==> src/rtl/core/dlfts_pkg.sv <==
// ----------------------------------------------------------------------------
// dlfts_pkg - shared types, constants and divide helpers
// Level limits, trend codes, window sizes and the constant-divide functions
// used by the front and back parts of the level smoother.
// ----------------------------------------------------------------------------
package dlfts_pkg;

    // history and smoothing windows
    localparam int HISTORY_DEPTH = 12;
    localparam int SHORT_WINDOW  = 5;
    localparam int LONG_WINDOW   = 30;
    localparam int CONFIRM_TICKS = 15;

    // sensor limits and fusion thresholds
    localparam int LVL_MAX    = 10000;
    localparam int LVL_MIN    = -500;
    localparam int HIGH_MARK  = 1000;
    localparam int GAP_LIMIT  = 2000;
    localparam int GAP_TICKS  = 120;
    localparam int LOW_MARK   = 500;

    // trend thresholds
    localparam int RISE_LIM   = 30;
    localparam int FALL_LIM   = -1;
    localparam int STILL_LIM  = 15;
    localparam int LAG_LIM    = 300;
    localparam int BLEND_DIV  = 3;

    // trend codes
    localparam logic [2:0] TR_FALL  = 3'd0;
    localparam logic [2:0] TR_WAVE  = 3'd1;
    localparam logic [2:0] TR_LAG   = 3'd2;
    localparam logic [2:0] TR_RISE  = 3'd3;
    localparam logic [2:0] TR_STILL = 3'd4;

    // widths
    localparam int RAW_W   = 16;
    localparam int LVL_W   = 15;
    localparam int CHG_W   = RAW_W + 1;
    localparam int TR_W    = 3;
    localparam int MIS_W   = $clog2(GAP_TICKS + 2);
    localparam int HIST_TAPS = HISTORY_DEPTH - 1;
    localparam int FILL_W  = $clog2(HISTORY_DEPTH + 2);
    localparam int CNT_W   = $clog2(2 * CONFIRM_TICKS + 2);
    localparam int LAG_W   = $clog2(CONFIRM_TICKS + 1);
    localparam int WARM_W  = $clog2(LONG_WINDOW + 1);
    localparam int LONG_W  = $clog2(LONG_WINDOW * (LVL_MAX + 1)) + 1;
    localparam int SHORT_W = $clog2(SHORT_WINDOW * (LVL_MAX + 1)) + 1;
    localparam int MEAN_W  = 16;
    localparam int BLEND_W = MEAN_W + 2;
    localparam int OUT_W   = 40;

    // request queue between front and back
    localparam int QUEUE_DEPTH = 4;
    localparam int QPTR_W = $clog2(QUEUE_DEPTH);
    localparam int QCNT_W = $clog2(QUEUE_DEPTH + 1);

    // reciprocals: q = (|x| * RCP) >> SH is exact for |x| < 2^W
    localparam int LONG_SH  = LONG_W + $clog2(LONG_WINDOW);
    localparam logic [LONG_W:0] LONG_RCP =
        (LONG_W + 1)'((64'd1 << LONG_SH) / LONG_WINDOW + 1);
    localparam int SHORT_SH = SHORT_W + $clog2(SHORT_WINDOW);
    localparam logic [SHORT_W:0] SHORT_RCP =
        (SHORT_W + 1)'((64'd1 << SHORT_SH) / SHORT_WINDOW + 1);
    localparam int BLEND_SH = BLEND_W + $clog2(BLEND_DIV);
    localparam logic [BLEND_W:0] BLEND_RCP =
        (BLEND_W + 1)'((64'd1 << BLEND_SH) / BLEND_DIV + 1);

    typedef struct packed {
        logic signed [LVL_W-1:0] fused;
        logic [TR_W-1:0]         trend;
    } dlfts_item_t;

    // signed divides, truncating toward zero
    function automatic logic signed [MEAN_W-1:0] div_long(input logic signed [LONG_W-1:0] x);
        logic [LONG_W-1:0] m;
        logic [2*LONG_W:0] p;
        logic [MEAN_W-1:0] q;
        m = x[LONG_W-1] ? LONG_W'(-x) : LONG_W'(x);
        p = m * LONG_RCP;
        q = MEAN_W'(p >> LONG_SH);
        return x[LONG_W-1] ? $signed(-q) : $signed(q);
    endfunction

    function automatic logic signed [MEAN_W-1:0] div_short(input logic signed [SHORT_W-1:0] x);
        logic [SHORT_W-1:0] m;
        logic [2*SHORT_W:0] p;
        logic [MEAN_W-1:0]  q;
        m = x[SHORT_W-1] ? SHORT_W'(-x) : SHORT_W'(x);
        p = m * SHORT_RCP;
        q = MEAN_W'(p >> SHORT_SH);
        return x[SHORT_W-1] ? $signed(-q) : $signed(q);
    endfunction

    function automatic logic signed [MEAN_W-1:0] div_blend(input logic signed [BLEND_W-1:0] x);
        logic [BLEND_W-1:0] m;
        logic [2*BLEND_W:0] p;
        logic [MEAN_W-1:0]  q;
        m = x[BLEND_W-1] ? BLEND_W'(-x) : BLEND_W'(x);
        p = m * BLEND_RCP;
        q = MEAN_W'(p >> BLEND_SH);
        return x[BLEND_W-1] ? $signed(-q) : $signed(q);
    endfunction

endpackage

==> src/rtl/core/dlfts_front.sv <==
// ----------------------------------------------------------------------------
// dlfts_front - sensor fusion and trend classification
// Validates and fuses the two heights, keeps the raw history and the trend
// confirmation counters, and pushes one request per accepted sample.
// ----------------------------------------------------------------------------
module dlfts_front
    import dlfts_pkg::*;
(
    input  logic                    clk,
    input  logic                    rst_n,
    input  logic                    in_valid,
    input  logic                    q_ready,
    input  logic signed [RAW_W-1:0] height_a,
    input  logic signed [RAW_W-1:0] height_b,
    output logic                    push,
    output dlfts_item_t             item
);

    logic [MIS_W-1:0]  mismatch_reg, mismatch_next;
    logic [FILL_W-1:0] fill_reg, fill_next;
    logic [CNT_W-1:0]  rise_reg, rise_next;
    logic [CNT_W-1:0]  fall_reg, fall_next;
    logic [CNT_W-1:0]  still_reg, still_next;
    logic [LAG_W-1:0]  lag_reg, lag_next;
    logic [TR_W-1:0]   trend_reg, trend_next;

    logic signed [RAW_W-1:0] hist_a_reg [HIST_TAPS];
    logic signed [RAW_W-1:0] hist_b_reg [HIST_TAPS];

    logic signed [LVL_W-1:0] va, vb, fa, fb, fused;
    logic signed [LVL_W:0]   gap, sum, sum_adj;
    logic                    hi, big, drop, full;
    logic signed [CHG_W-1:0] c1, c2;
    logic signed [CHG_W:0]   dc;

    assign push = in_valid && q_ready;

    // fusion
    always_comb
    begin
        va = (height_a > LVL_MAX || height_a < LVL_MIN) ? '0 : LVL_W'(height_a);
        vb = (height_b > LVL_MAX || height_b < LVL_MIN) ? '0 : LVL_W'(height_b);
        hi  = (va > HIGH_MARK) || (vb > HIGH_MARK);
        gap = (LVL_W + 1)'(va) - (LVL_W + 1)'(vb);
        big = (gap > GAP_LIMIT) || (gap < -GAP_LIMIT);
        mismatch_next = mismatch_reg;
        if (hi)
        begin
            if (big)
            begin
                if (mismatch_reg <= GAP_TICKS)
                    mismatch_next = mismatch_reg + MIS_W'(1);
            end
            else
            begin
                mismatch_next = '0;
            end
        end
        drop = hi && big && (mismatch_next > GAP_TICKS);
        fa = va;
        fb = vb;
        if (drop)
        begin
            if (va < LOW_MARK)
                fa = '0;
            else if (vb < LOW_MARK)
                fb = '0;
        end
        sum     = (LVL_W + 1)'(fa) + (LVL_W + 1)'(fb);
        sum_adj = sum + $signed({{LVL_W{1'b0}}, sum[LVL_W]});
        if (fa != '0 && fb != '0)
            fused = LVL_W'(sum_adj >>> 1);
        else if (fa != '0)
            fused = fa;
        else
            fused = fb;
    end

    // trend classification over the raw history
    always_comb
    begin
        full = fill_reg > HISTORY_DEPTH;
        fill_next = full ? fill_reg : fill_reg + FILL_W'(1);
        c1 = full ? CHG_W'(height_a) - CHG_W'(hist_a_reg[HIST_TAPS-1]) : '0;
        c2 = full ? CHG_W'(height_b) - CHG_W'(hist_b_reg[HIST_TAPS-1]) : '0;
        dc = (CHG_W + 1)'(c1) - (CHG_W + 1)'(c2);

        rise_next  = rise_reg;
        fall_next  = fall_reg;
        still_next = still_reg;
        lag_next   = lag_reg;
        trend_next = trend_reg;

        if (c1 > RISE_LIM && c2 > RISE_LIM)
        begin
            rise_next  = rise_reg + CNT_W'(1);
            fall_next  = '0;
            lag_next   = '0;
            still_next = '0;
            if (rise_next > CONFIRM_TICKS)
            begin
                rise_next  = '0;
                trend_next = TR_RISE;
            end
        end
        else if (c1 < FALL_LIM && c2 < FALL_LIM)
        begin
            fall_next = fall_reg + CNT_W'(1);
            rise_next = '0;
            lag_next  = '0;
            if (c1 > RISE_LIM || c1 < -RISE_LIM || c2 > RISE_LIM || c2 < -RISE_LIM)
                still_next = '0;
            if (fall_next > CONFIRM_TICKS)
            begin
                still_next = '0;
                fall_next  = '0;
                trend_next = TR_FALL;
            end
        end
        else if (c1 < STILL_LIM && c1 > -STILL_LIM && c2 < STILL_LIM && c2 > -STILL_LIM)
        begin
            still_next = still_reg + CNT_W'(1);
            rise_next  = '0;
            fall_next  = '0;
            lag_next   = '0;
            if (still_next > 2 * CONFIRM_TICKS)
            begin
                still_next = '0;
                trend_next = TR_STILL;
            end
        end
        else
        begin
            rise_next  = '0;
            fall_next  = '0;
            still_next = '0;
            if (dc > LAG_LIM || dc < -LAG_LIM)
            begin
                lag_next   = LAG_W'(CONFIRM_TICKS);
                trend_next = TR_LAG;
            end
            else if (lag_reg != '0)
            begin
                lag_next   = lag_reg - LAG_W'(1);
                trend_next = TR_LAG;
            end
            else
            begin
                trend_next = TR_WAVE;
            end
        end
    end

    assign item.fused = fused;
    assign item.trend = trend_next;

    always_ff @(posedge clk or negedge rst_n)
    begin
        if (!rst_n)
        begin
            mismatch_reg <= '0;
            fill_reg     <= '0;
            rise_reg     <= '0;
            fall_reg     <= '0;
            still_reg    <= '0;
            lag_reg      <= '0;
            trend_reg    <= TR_WAVE;
        end
        else if (push)
        begin
            mismatch_reg <= mismatch_next;
            fill_reg     <= fill_next;
            rise_reg     <= rise_next;
            fall_reg     <= fall_next;
            still_reg    <= still_next;
            lag_reg      <= lag_next;
            trend_reg    <= trend_next;
        end
    end

    // oldest tap holds the sample taken HIST_TAPS requests ago
    always_ff @(posedge clk)
    begin
        if (push)
        begin
            hist_a_reg[0] <= height_a;
            hist_b_reg[0] <= height_b;
            for (int i = 1; i < HIST_TAPS; i++)
            begin
                hist_a_reg[i] <= hist_a_reg[i-1];
                hist_b_reg[i] <= hist_b_reg[i-1];
            end
        end
    end

endmodule

==> src/rtl/core/dlfts_queue.sv <==
// ----------------------------------------------------------------------------
// dlfts_queue - short request queue
// Holds classified requests between the front and back parts.
// ----------------------------------------------------------------------------
module dlfts_queue
    import dlfts_pkg::*;
(
    input  logic        clk,
    input  logic        rst_n,
    input  logic        push,
    input  dlfts_item_t push_item,
    output logic        ready,
    input  logic        pop,
    output logic        head_valid,
    output dlfts_item_t head_item
);

    dlfts_item_t       mem_reg [QUEUE_DEPTH];
    logic [QPTR_W-1:0] wr_reg, wr_next;
    logic [QPTR_W-1:0] rd_reg, rd_next;
    logic [QCNT_W-1:0] cnt_reg, cnt_next;

    assign ready      = cnt_reg != QCNT_W'(QUEUE_DEPTH);
    assign head_valid = cnt_reg != '0;
    assign head_item  = mem_reg[rd_reg];

    always_comb
    begin
        wr_next  = wr_reg;
        rd_next  = rd_reg;
        cnt_next = cnt_reg;
        if (push)
            wr_next = (wr_reg == QPTR_W'(QUEUE_DEPTH - 1)) ? '0 : wr_reg + QPTR_W'(1);
        if (pop)
            rd_next = (rd_reg == QPTR_W'(QUEUE_DEPTH - 1)) ? '0 : rd_reg + QPTR_W'(1);
        if (push && !pop)
            cnt_next = cnt_reg + QCNT_W'(1);
        else if (pop && !push)
            cnt_next = cnt_reg - QCNT_W'(1);
    end

    always_ff @(posedge clk or negedge rst_n)
    begin
        if (!rst_n)
        begin
            wr_reg  <= '0;
            rd_reg  <= '0;
            cnt_reg <= '0;
        end
        else
        begin
            wr_reg  <= wr_next;
            rd_reg  <= rd_next;
            cnt_reg <= cnt_next;
        end
    end

    always_ff @(posedge clk)
    begin
        if (push)
            mem_reg[wr_reg] <= push_item;
    end

endmodule

==> src/rtl/core/dlfts_back.sv <==
// ----------------------------------------------------------------------------
// dlfts_back - leaky integrators and output selection
// Three stages: integrator update, mean divide, trend select into the
// output register.
// ----------------------------------------------------------------------------
module dlfts_back
    import dlfts_pkg::*;
(
    input  logic             clk,
    input  logic             rst_n,
    input  logic             head_valid,
    input  dlfts_item_t      head_item,
    output logic             pop,
    output logic             m_tvalid,
    input  logic             m_tready,
    output logic [OUT_W-1:0] m_tdata
);

    // integrator state
    logic signed [LONG_W-1:0]  long_reg, long_next;
    logic signed [SHORT_W-1:0] short_reg, short_next;
    logic [WARM_W-1:0]         warm_reg, warm_next;

    // stage 1
    logic                      s1_v_reg;
    logic signed [LONG_W-1:0]  s1_long_reg;
    logic signed [SHORT_W-1:0] s1_short_reg;
    logic [TR_W-1:0]           s1_trend_reg;
    logic signed [LVL_W-1:0]   s1_fused_reg;
    logic                      s1_direct_reg, direct;
    logic signed [LVL_W-1:0]   s1_dval_reg, dval;
    logic                      s1_warmed_reg;

    // stage 2
    logic                      s2_v_reg;
    logic signed [MEAN_W-1:0]  s2_m30_reg;
    logic signed [MEAN_W-1:0]  s2_m5_reg;
    logic [TR_W-1:0]           s2_trend_reg;
    logic signed [LVL_W-1:0]   s2_fused_reg;
    logic                      s2_direct_reg;
    logic signed [LVL_W-1:0]   s2_dval_reg;
    logic                      s2_warmed_reg;

    // output
    logic                      out_v_reg;
    logic [OUT_W-1:0]          out_reg;

    logic                      ready1, ready2, ready3;
    logic signed [BLEND_W-1:0] blend_in;
    logic signed [MEAN_W-1:0]  sel;
    logic signed [LVL_W-1:0]   smoothed;

    assign ready3 = !out_v_reg || m_tready;
    assign ready2 = !s2_v_reg || ready3;
    assign ready1 = !s1_v_reg || ready2;
    assign pop    = head_valid && ready1;

    assign m_tvalid = out_v_reg;
    assign m_tdata  = out_reg;

    // integrator update
    always_comb
    begin
        long_next  = long_reg;
        short_next = short_reg;
        warm_next  = warm_reg;
        direct     = 1'b0;
        dval       = '0;
        if (warm_reg < WARM_W'(LONG_WINDOW))
        begin
            direct = 1'b1;
            // zero samples are skipped during warm-up
            if (head_item.fused != '0)
            begin
                dval      = head_item.fused;
                long_next = long_reg + LONG_W'(head_item.fused);
                if (warm_reg < WARM_W'(SHORT_WINDOW))
                    short_next = short_reg + SHORT_W'(head_item.fused);
                else
                    short_next = short_reg + SHORT_W'(head_item.fused)
                                 - SHORT_W'(div_short(short_reg));
                warm_next = warm_reg + WARM_W'(1);
            end
        end
        else
        begin
            long_next  = long_reg + LONG_W'(head_item.fused) - LONG_W'(div_long(long_reg));
            short_next = short_reg + SHORT_W'(head_item.fused)
                         - SHORT_W'(div_short(short_reg));
        end
    end

    // trend select
    always_comb
    begin
        blend_in = (BLEND_W'(s2_m5_reg) <<< 1) + BLEND_W'(s2_m30_reg);
        unique case (s2_trend_reg)
            TR_WAVE, TR_LAG: sel = s2_m30_reg;
            TR_STILL:        sel = div_blend(blend_in);
            default:         sel = s2_m5_reg;
        endcase
        smoothed = s2_direct_reg ? s2_dval_reg : LVL_W'(sel);
    end

    always_ff @(posedge clk or negedge rst_n)
    begin
        if (!rst_n)
        begin
            long_reg  <= '0;
            short_reg <= '0;
            warm_reg  <= '0;
            s1_v_reg  <= 1'b0;
            s2_v_reg  <= 1'b0;
            out_v_reg <= 1'b0;
        end
        else
        begin
            if (pop)
            begin
                long_reg  <= long_next;
                short_reg <= short_next;
                warm_reg  <= warm_next;
            end
            if (ready1)
                s1_v_reg <= pop;
            if (ready2)
                s2_v_reg <= s1_v_reg;
            if (ready3)
                out_v_reg <= s2_v_reg;
        end
    end

    always_ff @(posedge clk)
    begin
        if (ready1)
        begin
            s1_long_reg   <= long_next;
            s1_short_reg  <= short_next;
            s1_trend_reg  <= head_item.trend;
            s1_fused_reg  <= head_item.fused;
            s1_direct_reg <= direct;
            s1_dval_reg   <= dval;
            s1_warmed_reg <= warm_next >= WARM_W'(LONG_WINDOW);
        end
        if (ready2)
        begin
            s2_m30_reg    <= div_long(s1_long_reg);
            s2_m5_reg     <= div_short(s1_short_reg);
            s2_trend_reg  <= s1_trend_reg;
            s2_fused_reg  <= s1_fused_reg;
            s2_direct_reg <= s1_direct_reg;
            s2_dval_reg   <= s1_dval_reg;
            s2_warmed_reg <= s1_warmed_reg;
        end
        if (ready3)
            out_reg <= {{(OUT_W - 2 * LVL_W - TR_W - 1){1'b0}}, s2_warmed_reg,
                        s2_trend_reg, s2_fused_reg, smoothed};
    end

endmodule

==> src/rtl/core/dual_level_fusion_trend_smoother.sv <==
// ----------------------------------------------------------------------------
// dual_level_fusion_trend_smoother - two-sensor level fusion and smoother
// Fuses two level-sensor heights, classifies the trend and outputs a
// trend-selected smoothed level.
//
//   channel   dir  payload (lowest bit first)
//   s_t*      in   height_a[15:0], height_b[31:16]
//   m_t*      out  smoothed_level[14:0], fused_level[29:15],
//                  trend_state[32:30], warmed_up[33], zero[39:34]
//
// One request per cycle while the output is not stalled; a request passes
// the queue, the integrator and mean divide registers and the select into
// the output register. The integrator is the back part's only feedback loop.
// A four-entry queue lets the front keep taking requests while the output
// is stalled. Reset clears counters and integrators; no clearing pass.
// ----------------------------------------------------------------------------
module dual_level_fusion_trend_smoother
    import dlfts_pkg::*;
(
    input  logic             clk,
    input  logic             rst_n,
    input  logic             s_tvalid,
    output logic             s_tready,
    input  logic [31:0]      s_tdata,   // height_a, height_b
    output logic             m_tvalid,
    input  logic             m_tready,
    output logic [OUT_W-1:0] m_tdata    // smoothed_level, fused_level, trend_state, warmed_up
);

    logic        q_ready, push, pop, head_valid;
    dlfts_item_t push_item, head_item;

    assign s_tready = q_ready;

    dlfts_front u_front (
        .clk      (clk),
        .rst_n    (rst_n),
        .in_valid (s_tvalid),
        .q_ready  (q_ready),
        .height_a ($signed(s_tdata[15:0])),
        .height_b ($signed(s_tdata[31:16])),
        .push     (push),
        .item     (push_item)
    );

    dlfts_queue u_queue (
        .clk        (clk),
        .rst_n      (rst_n),
        .push       (push),
        .push_item  (push_item),
        .ready      (q_ready),
        .pop        (pop),
        .head_valid (head_valid),
        .head_item  (head_item)
    );

    dlfts_back u_back (
        .clk        (clk),
        .rst_n      (rst_n),
        .head_valid (head_valid),
        .head_item  (head_item),
        .pop        (pop),
        .m_tvalid   (m_tvalid),
        .m_tready   (m_tready),
        .m_tdata    (m_tdata)
    );

endmodule
==> config.mk <==
export PLATFORM = sky130hd
export DESIGN_NAME = dual_level_fusion_trend_smoother
export DESIGN_NICKNAME = d
export VERILOG_FILES = /design/src/rtl/core/dlfts_pkg.sv /design/src/rtl/core/dlfts_front.sv /design/src/rtl/core/dlfts_queue.sv /design/src/rtl/core/dlfts_back.sv /design/src/rtl/core/dual_level_fusion_trend_smoother.sv
export SDC_FILE = /design/constraint.sdc
export NUM_CORES = 2
export LEC_CHECK = 0
export BUFFER_PORTS_ARGS = -buffer_cell sky130_fd_sc_hd__buf_2
export CORE_ASPECT_RATIO = 0.5
export CORE_MARGIN = 2
export CORE_UTILIZATION = 35
export DETAILED_ROUTE_END_ITERATION = 8
export GPL_TIMING_DRIVEN = 0
export PLACE_DENSITY = 0.6
export SLEW_MARGIN = 10
export SYNTH_ARGS = -nofsm -noshare
export SYNTH_HDL_FRONTEND = slang
export SYNTH_SLANG_ARGS = --single-unit
==> constraint.sdc <==
create_clock -name clk -period 26.1 [get_ports clk]
set_input_delay 2.61 -clock clk [delete_from_list [all_inputs] [get_ports clk]]
set_output_delay 2.61 -clock clk [all_outputs]
set_load 0.01 [all_outputs]
==> flow_metrics.py <==
metrics = {
    "route": {
        "viasPerCell": 4.97,
        "ant_nets": 0,
        "firstDrtPassIters": 5,
        "dr_total_vias": 39200,
        "wire_per_inst_um": 16.8,
        "drc": 0,
        "drtIter0Drc": 2739,
        "drt_wl_total_mm": 132,
    },
    "synthesis": {
        "synth_edf_count": 597,
        "ys_warn_count": 0,
        "yosys_register_bits": 682,
        "synthTopCellsByArea": "edfxtp_1 31%, ha_1 19%, fa_1 13%, inv_1 5.9%, xnor2_1 3.6%",
        "synth_area_um2": 58300,
        "syn_inst": 5474,
        "synthDistinctLibCells": 116,
        "ys.flop_type": "edfxtp_1",
        "async_reset_ff_frac": 0.125,
        "avgSynthCellArea_um2": 10.6,
        "seq_area_frac_synth": 0.344,
        "yosysTopAreaCell": "edfxtp_1",
        "synth_top_area_share": 0.308,
    },
    "timing": {
        "final-max-slew-violation-count": 0,
        "fin_crit_sh": 0.494,
        "fin_skew_ns": 0.0511,
        "report.final.setup_viol": 0,
        "slew_headroom": 0.291,
        "hold_violations": 0,
        "tightest_slew_ns": 1.06,
        "fin_setup_tns_ns": 0,
        "fmax_ghz": 0.0775,
        "min_period_ns": 12.90,
        "rsz0062_at_grt": "false",
    },
    "global_route": {
        "grt_usage": 0.156,
        "grt_pass1_wl_mm": 212,
        "grt_max_degree": 64,
        "grt_overflow": 0,
        "antenna_found_initial": 2,
        "grt_pass1_vias": 38700,
    },
    "clock_tree": {
        "clk_latency_ns": 0.67,
        "clockRootBuffer": "clkbuf_16",
        "clk_path_buf_depth": 3,
        "ctsHoldBuffers": 0,
        "clkTransAtPathRegs_ns": 0.06,
        "post_cts_buffers": 0,
        "h-tree-depth": 3,
        "cts_tree": "built",
        "clkSinkCount": 682,
        "post_cts_resized": 0,
        "cts_made_buffers": 66,
    },
    "place": {
        "place_congestion": 0.887,
        "dp_hpwl_mm": 106,
        "io_buffers": 71,
        "place_inst": 7753,
    },
    "layout": {
        "nFillCells": 16000,
        "areaGrowthSynthToFinish_pct": 9.55,
        "nets": 6909,
        "drive_gt1_frac": 0.0549,
        "final_cells": 7871,
        "diodes": 0,
        "post-route-util": 0.388,
    },
    "run_status": {
        "status": "finished clean",
    },
    "floorplanning": {
        "chipWidth_um": 581,
        "io_pins": 78,
        "core_um2": 165000,
        "die-area_um2": 170000,
        "start_util": 0.354,
        "rows": 105,
        "die_h_um": 293,
    },
    "hold_path": {
        "hold_class": "flip-flop to flip-flop",
        "min_path_cells": 0,
    },
    "setup_path": {
        "path_class": "flip-flop to flip-flop",
        "worst_path_most_repeated_cell": "a21oi_1",
        "r2r_cells": 46,
        "startpoint_type": "flip-flop",
        "cp_slowest_stage_delay_ns": 0.61,
        "worstPathArrival_ns": 13.28,
        "slowest_stage": "xor2_1",
        "worstPathMaxFanout": 10,
        "crit_path_end_kind": "flip-flop",
        "required_ns": 26.48,
    },
    "job": {
        "maxCapViolations": 0,
    },
}
per-layer routing:
layer | GRT usage | share of wire | vias to the layer above
li1 | - | - | 19400
met1 | 0.219 | 0.48 | 18900
met2 | 0.253 | 0.45 | 732
met3 | 0.0250 | 0.047 | 177
met4 | 0.0376 | 0.022 | 0
met5 | 0.00140 | 0 | -
Yosys cell counts, types with 12 or more instances:
cell type and number:
fa_1 367, a31oi_1 27, o21bai_1 50, nand3_1 67
mux4_2 18, dfrtp_1 84, ha_1 878, xor2_1 93
clkbuf_1 82, o31ai_1 52, o41ai_1 13, o21ai_0 237
nor2_1 212, o21ai_1 13, o22ai_1 22, inv_1 923
nand2b_1 43, mux2_2 12, edfxtp_1 597, a22oi_1 27
a21oi_1 206, a21o_1 65, nor3b_1 22, a21boi_0 37
nand4_1 22, and3_1 39, o21a_1 37, or3_1 60
nor4_1 38, and2_1 52, a211oi_1 34, nand3b_1 14
nand2_1 373, xnor2_1 242, or2_2 25, mux2i_1 25
nor2b_1 38, nor3_1 84, or4_1 19
cell families after synthesis:
logic type,after synthesis,synth area share
muxes,56,0.0138
AOI/OAI and AO/OA,957,0.108
DFF,682,0.344
and+or+nand+nor,1164,0.101
adders and majority gates,1246,0.315
buffers and inverters,1031,0.0673
other,1,0.0000643
xor gates and xnor gates,337,0.0510
path summary, 6_finish.rpt:
kind	startpoint	end	slack [ns]
hold reg to reg	u_front.hist_b_reg[5][10]	u_front.hist_b_reg[6][10]	0.39
setup reg to reg	u_back.s2_m5_reg[0]	u_back.m_tdata[14]	13.20
max in group asynchronous	rst_n	u_back.short_reg[3]	23.58
setup / recovery	u_back.s2_m5_reg[0]	u_back.m_tdata[14]	13.20
min in group asynchronous	rst_n	u_front.mismatch_reg[0]	1.82
hold / removal	u_front.hist_b_reg[5][10]	u_front.hist_b_reg[6][10]	0.39
layout by cell type, fill, tap and decap left out, drive strengths merged, types with 24 or more instances in the layout:
cell type  count
and2          60
nor2         212
xnor2        242
xor2          94
buf          103
dfrtp         84
nand2b        43
nand2        373
o31ai         55
a21o          65
or2           27
and3          39
edfxtp       597
ha           878
or3           60
nand3         68
nor4          42
nor3          85
o21a          38
nor2b         38
mux2i         25
nor3b         24
a21oi        208
fa           367
o21ai        251
a211oi        35
inv          933
clkinv        24
clkbuf       161
a22oi         27
a21boi        37
a31oi         27
o21bai        50
per-stage QoR:
stage	hold slack, ns	instance area (um2)	setup slack, ns
after floorplan	0.400	58300	11.44
after global placement	0.400	61400	6.85
after detailed placement	0.405	61700	13.30
after CTS	0.395	63800	13.25
after global routing	0.414	63800	12.39
final	0.393	63800	13.20
critical path: cells and delay by family (launching register included):
family | cells | cell delay (ns)
AO/OA/AOI/OAI | 24 | 5.00
adder cells (fa/ha/maj) | 9 | 3.81
AND/OR/NAND/NOR | 4 | 1.25
buffers and inverters | 6 | 1.08
XOR/XNOR | 2 | 0.77
flip-flops | 1 | 0.46
multiplexers | 1 | 0.28
layout make-up:
cell class                 instances  area, um2  share of cell area
buffer                           104        444             0.00696
clock inverter                    39        417             0.00653
multi-input combinational       3766      34400               0.538
clock buffer                      79       1730              0.0271
sequential                       682      20100               0.314
timing repair buffer              81        617             0.00966
inverter                         927       3480              0.0545
tap                             2193       2740              0.0430
Power is not shown: default switching activity piles up to over one toggle a cycle in this logic, so the estimate is an artifact.
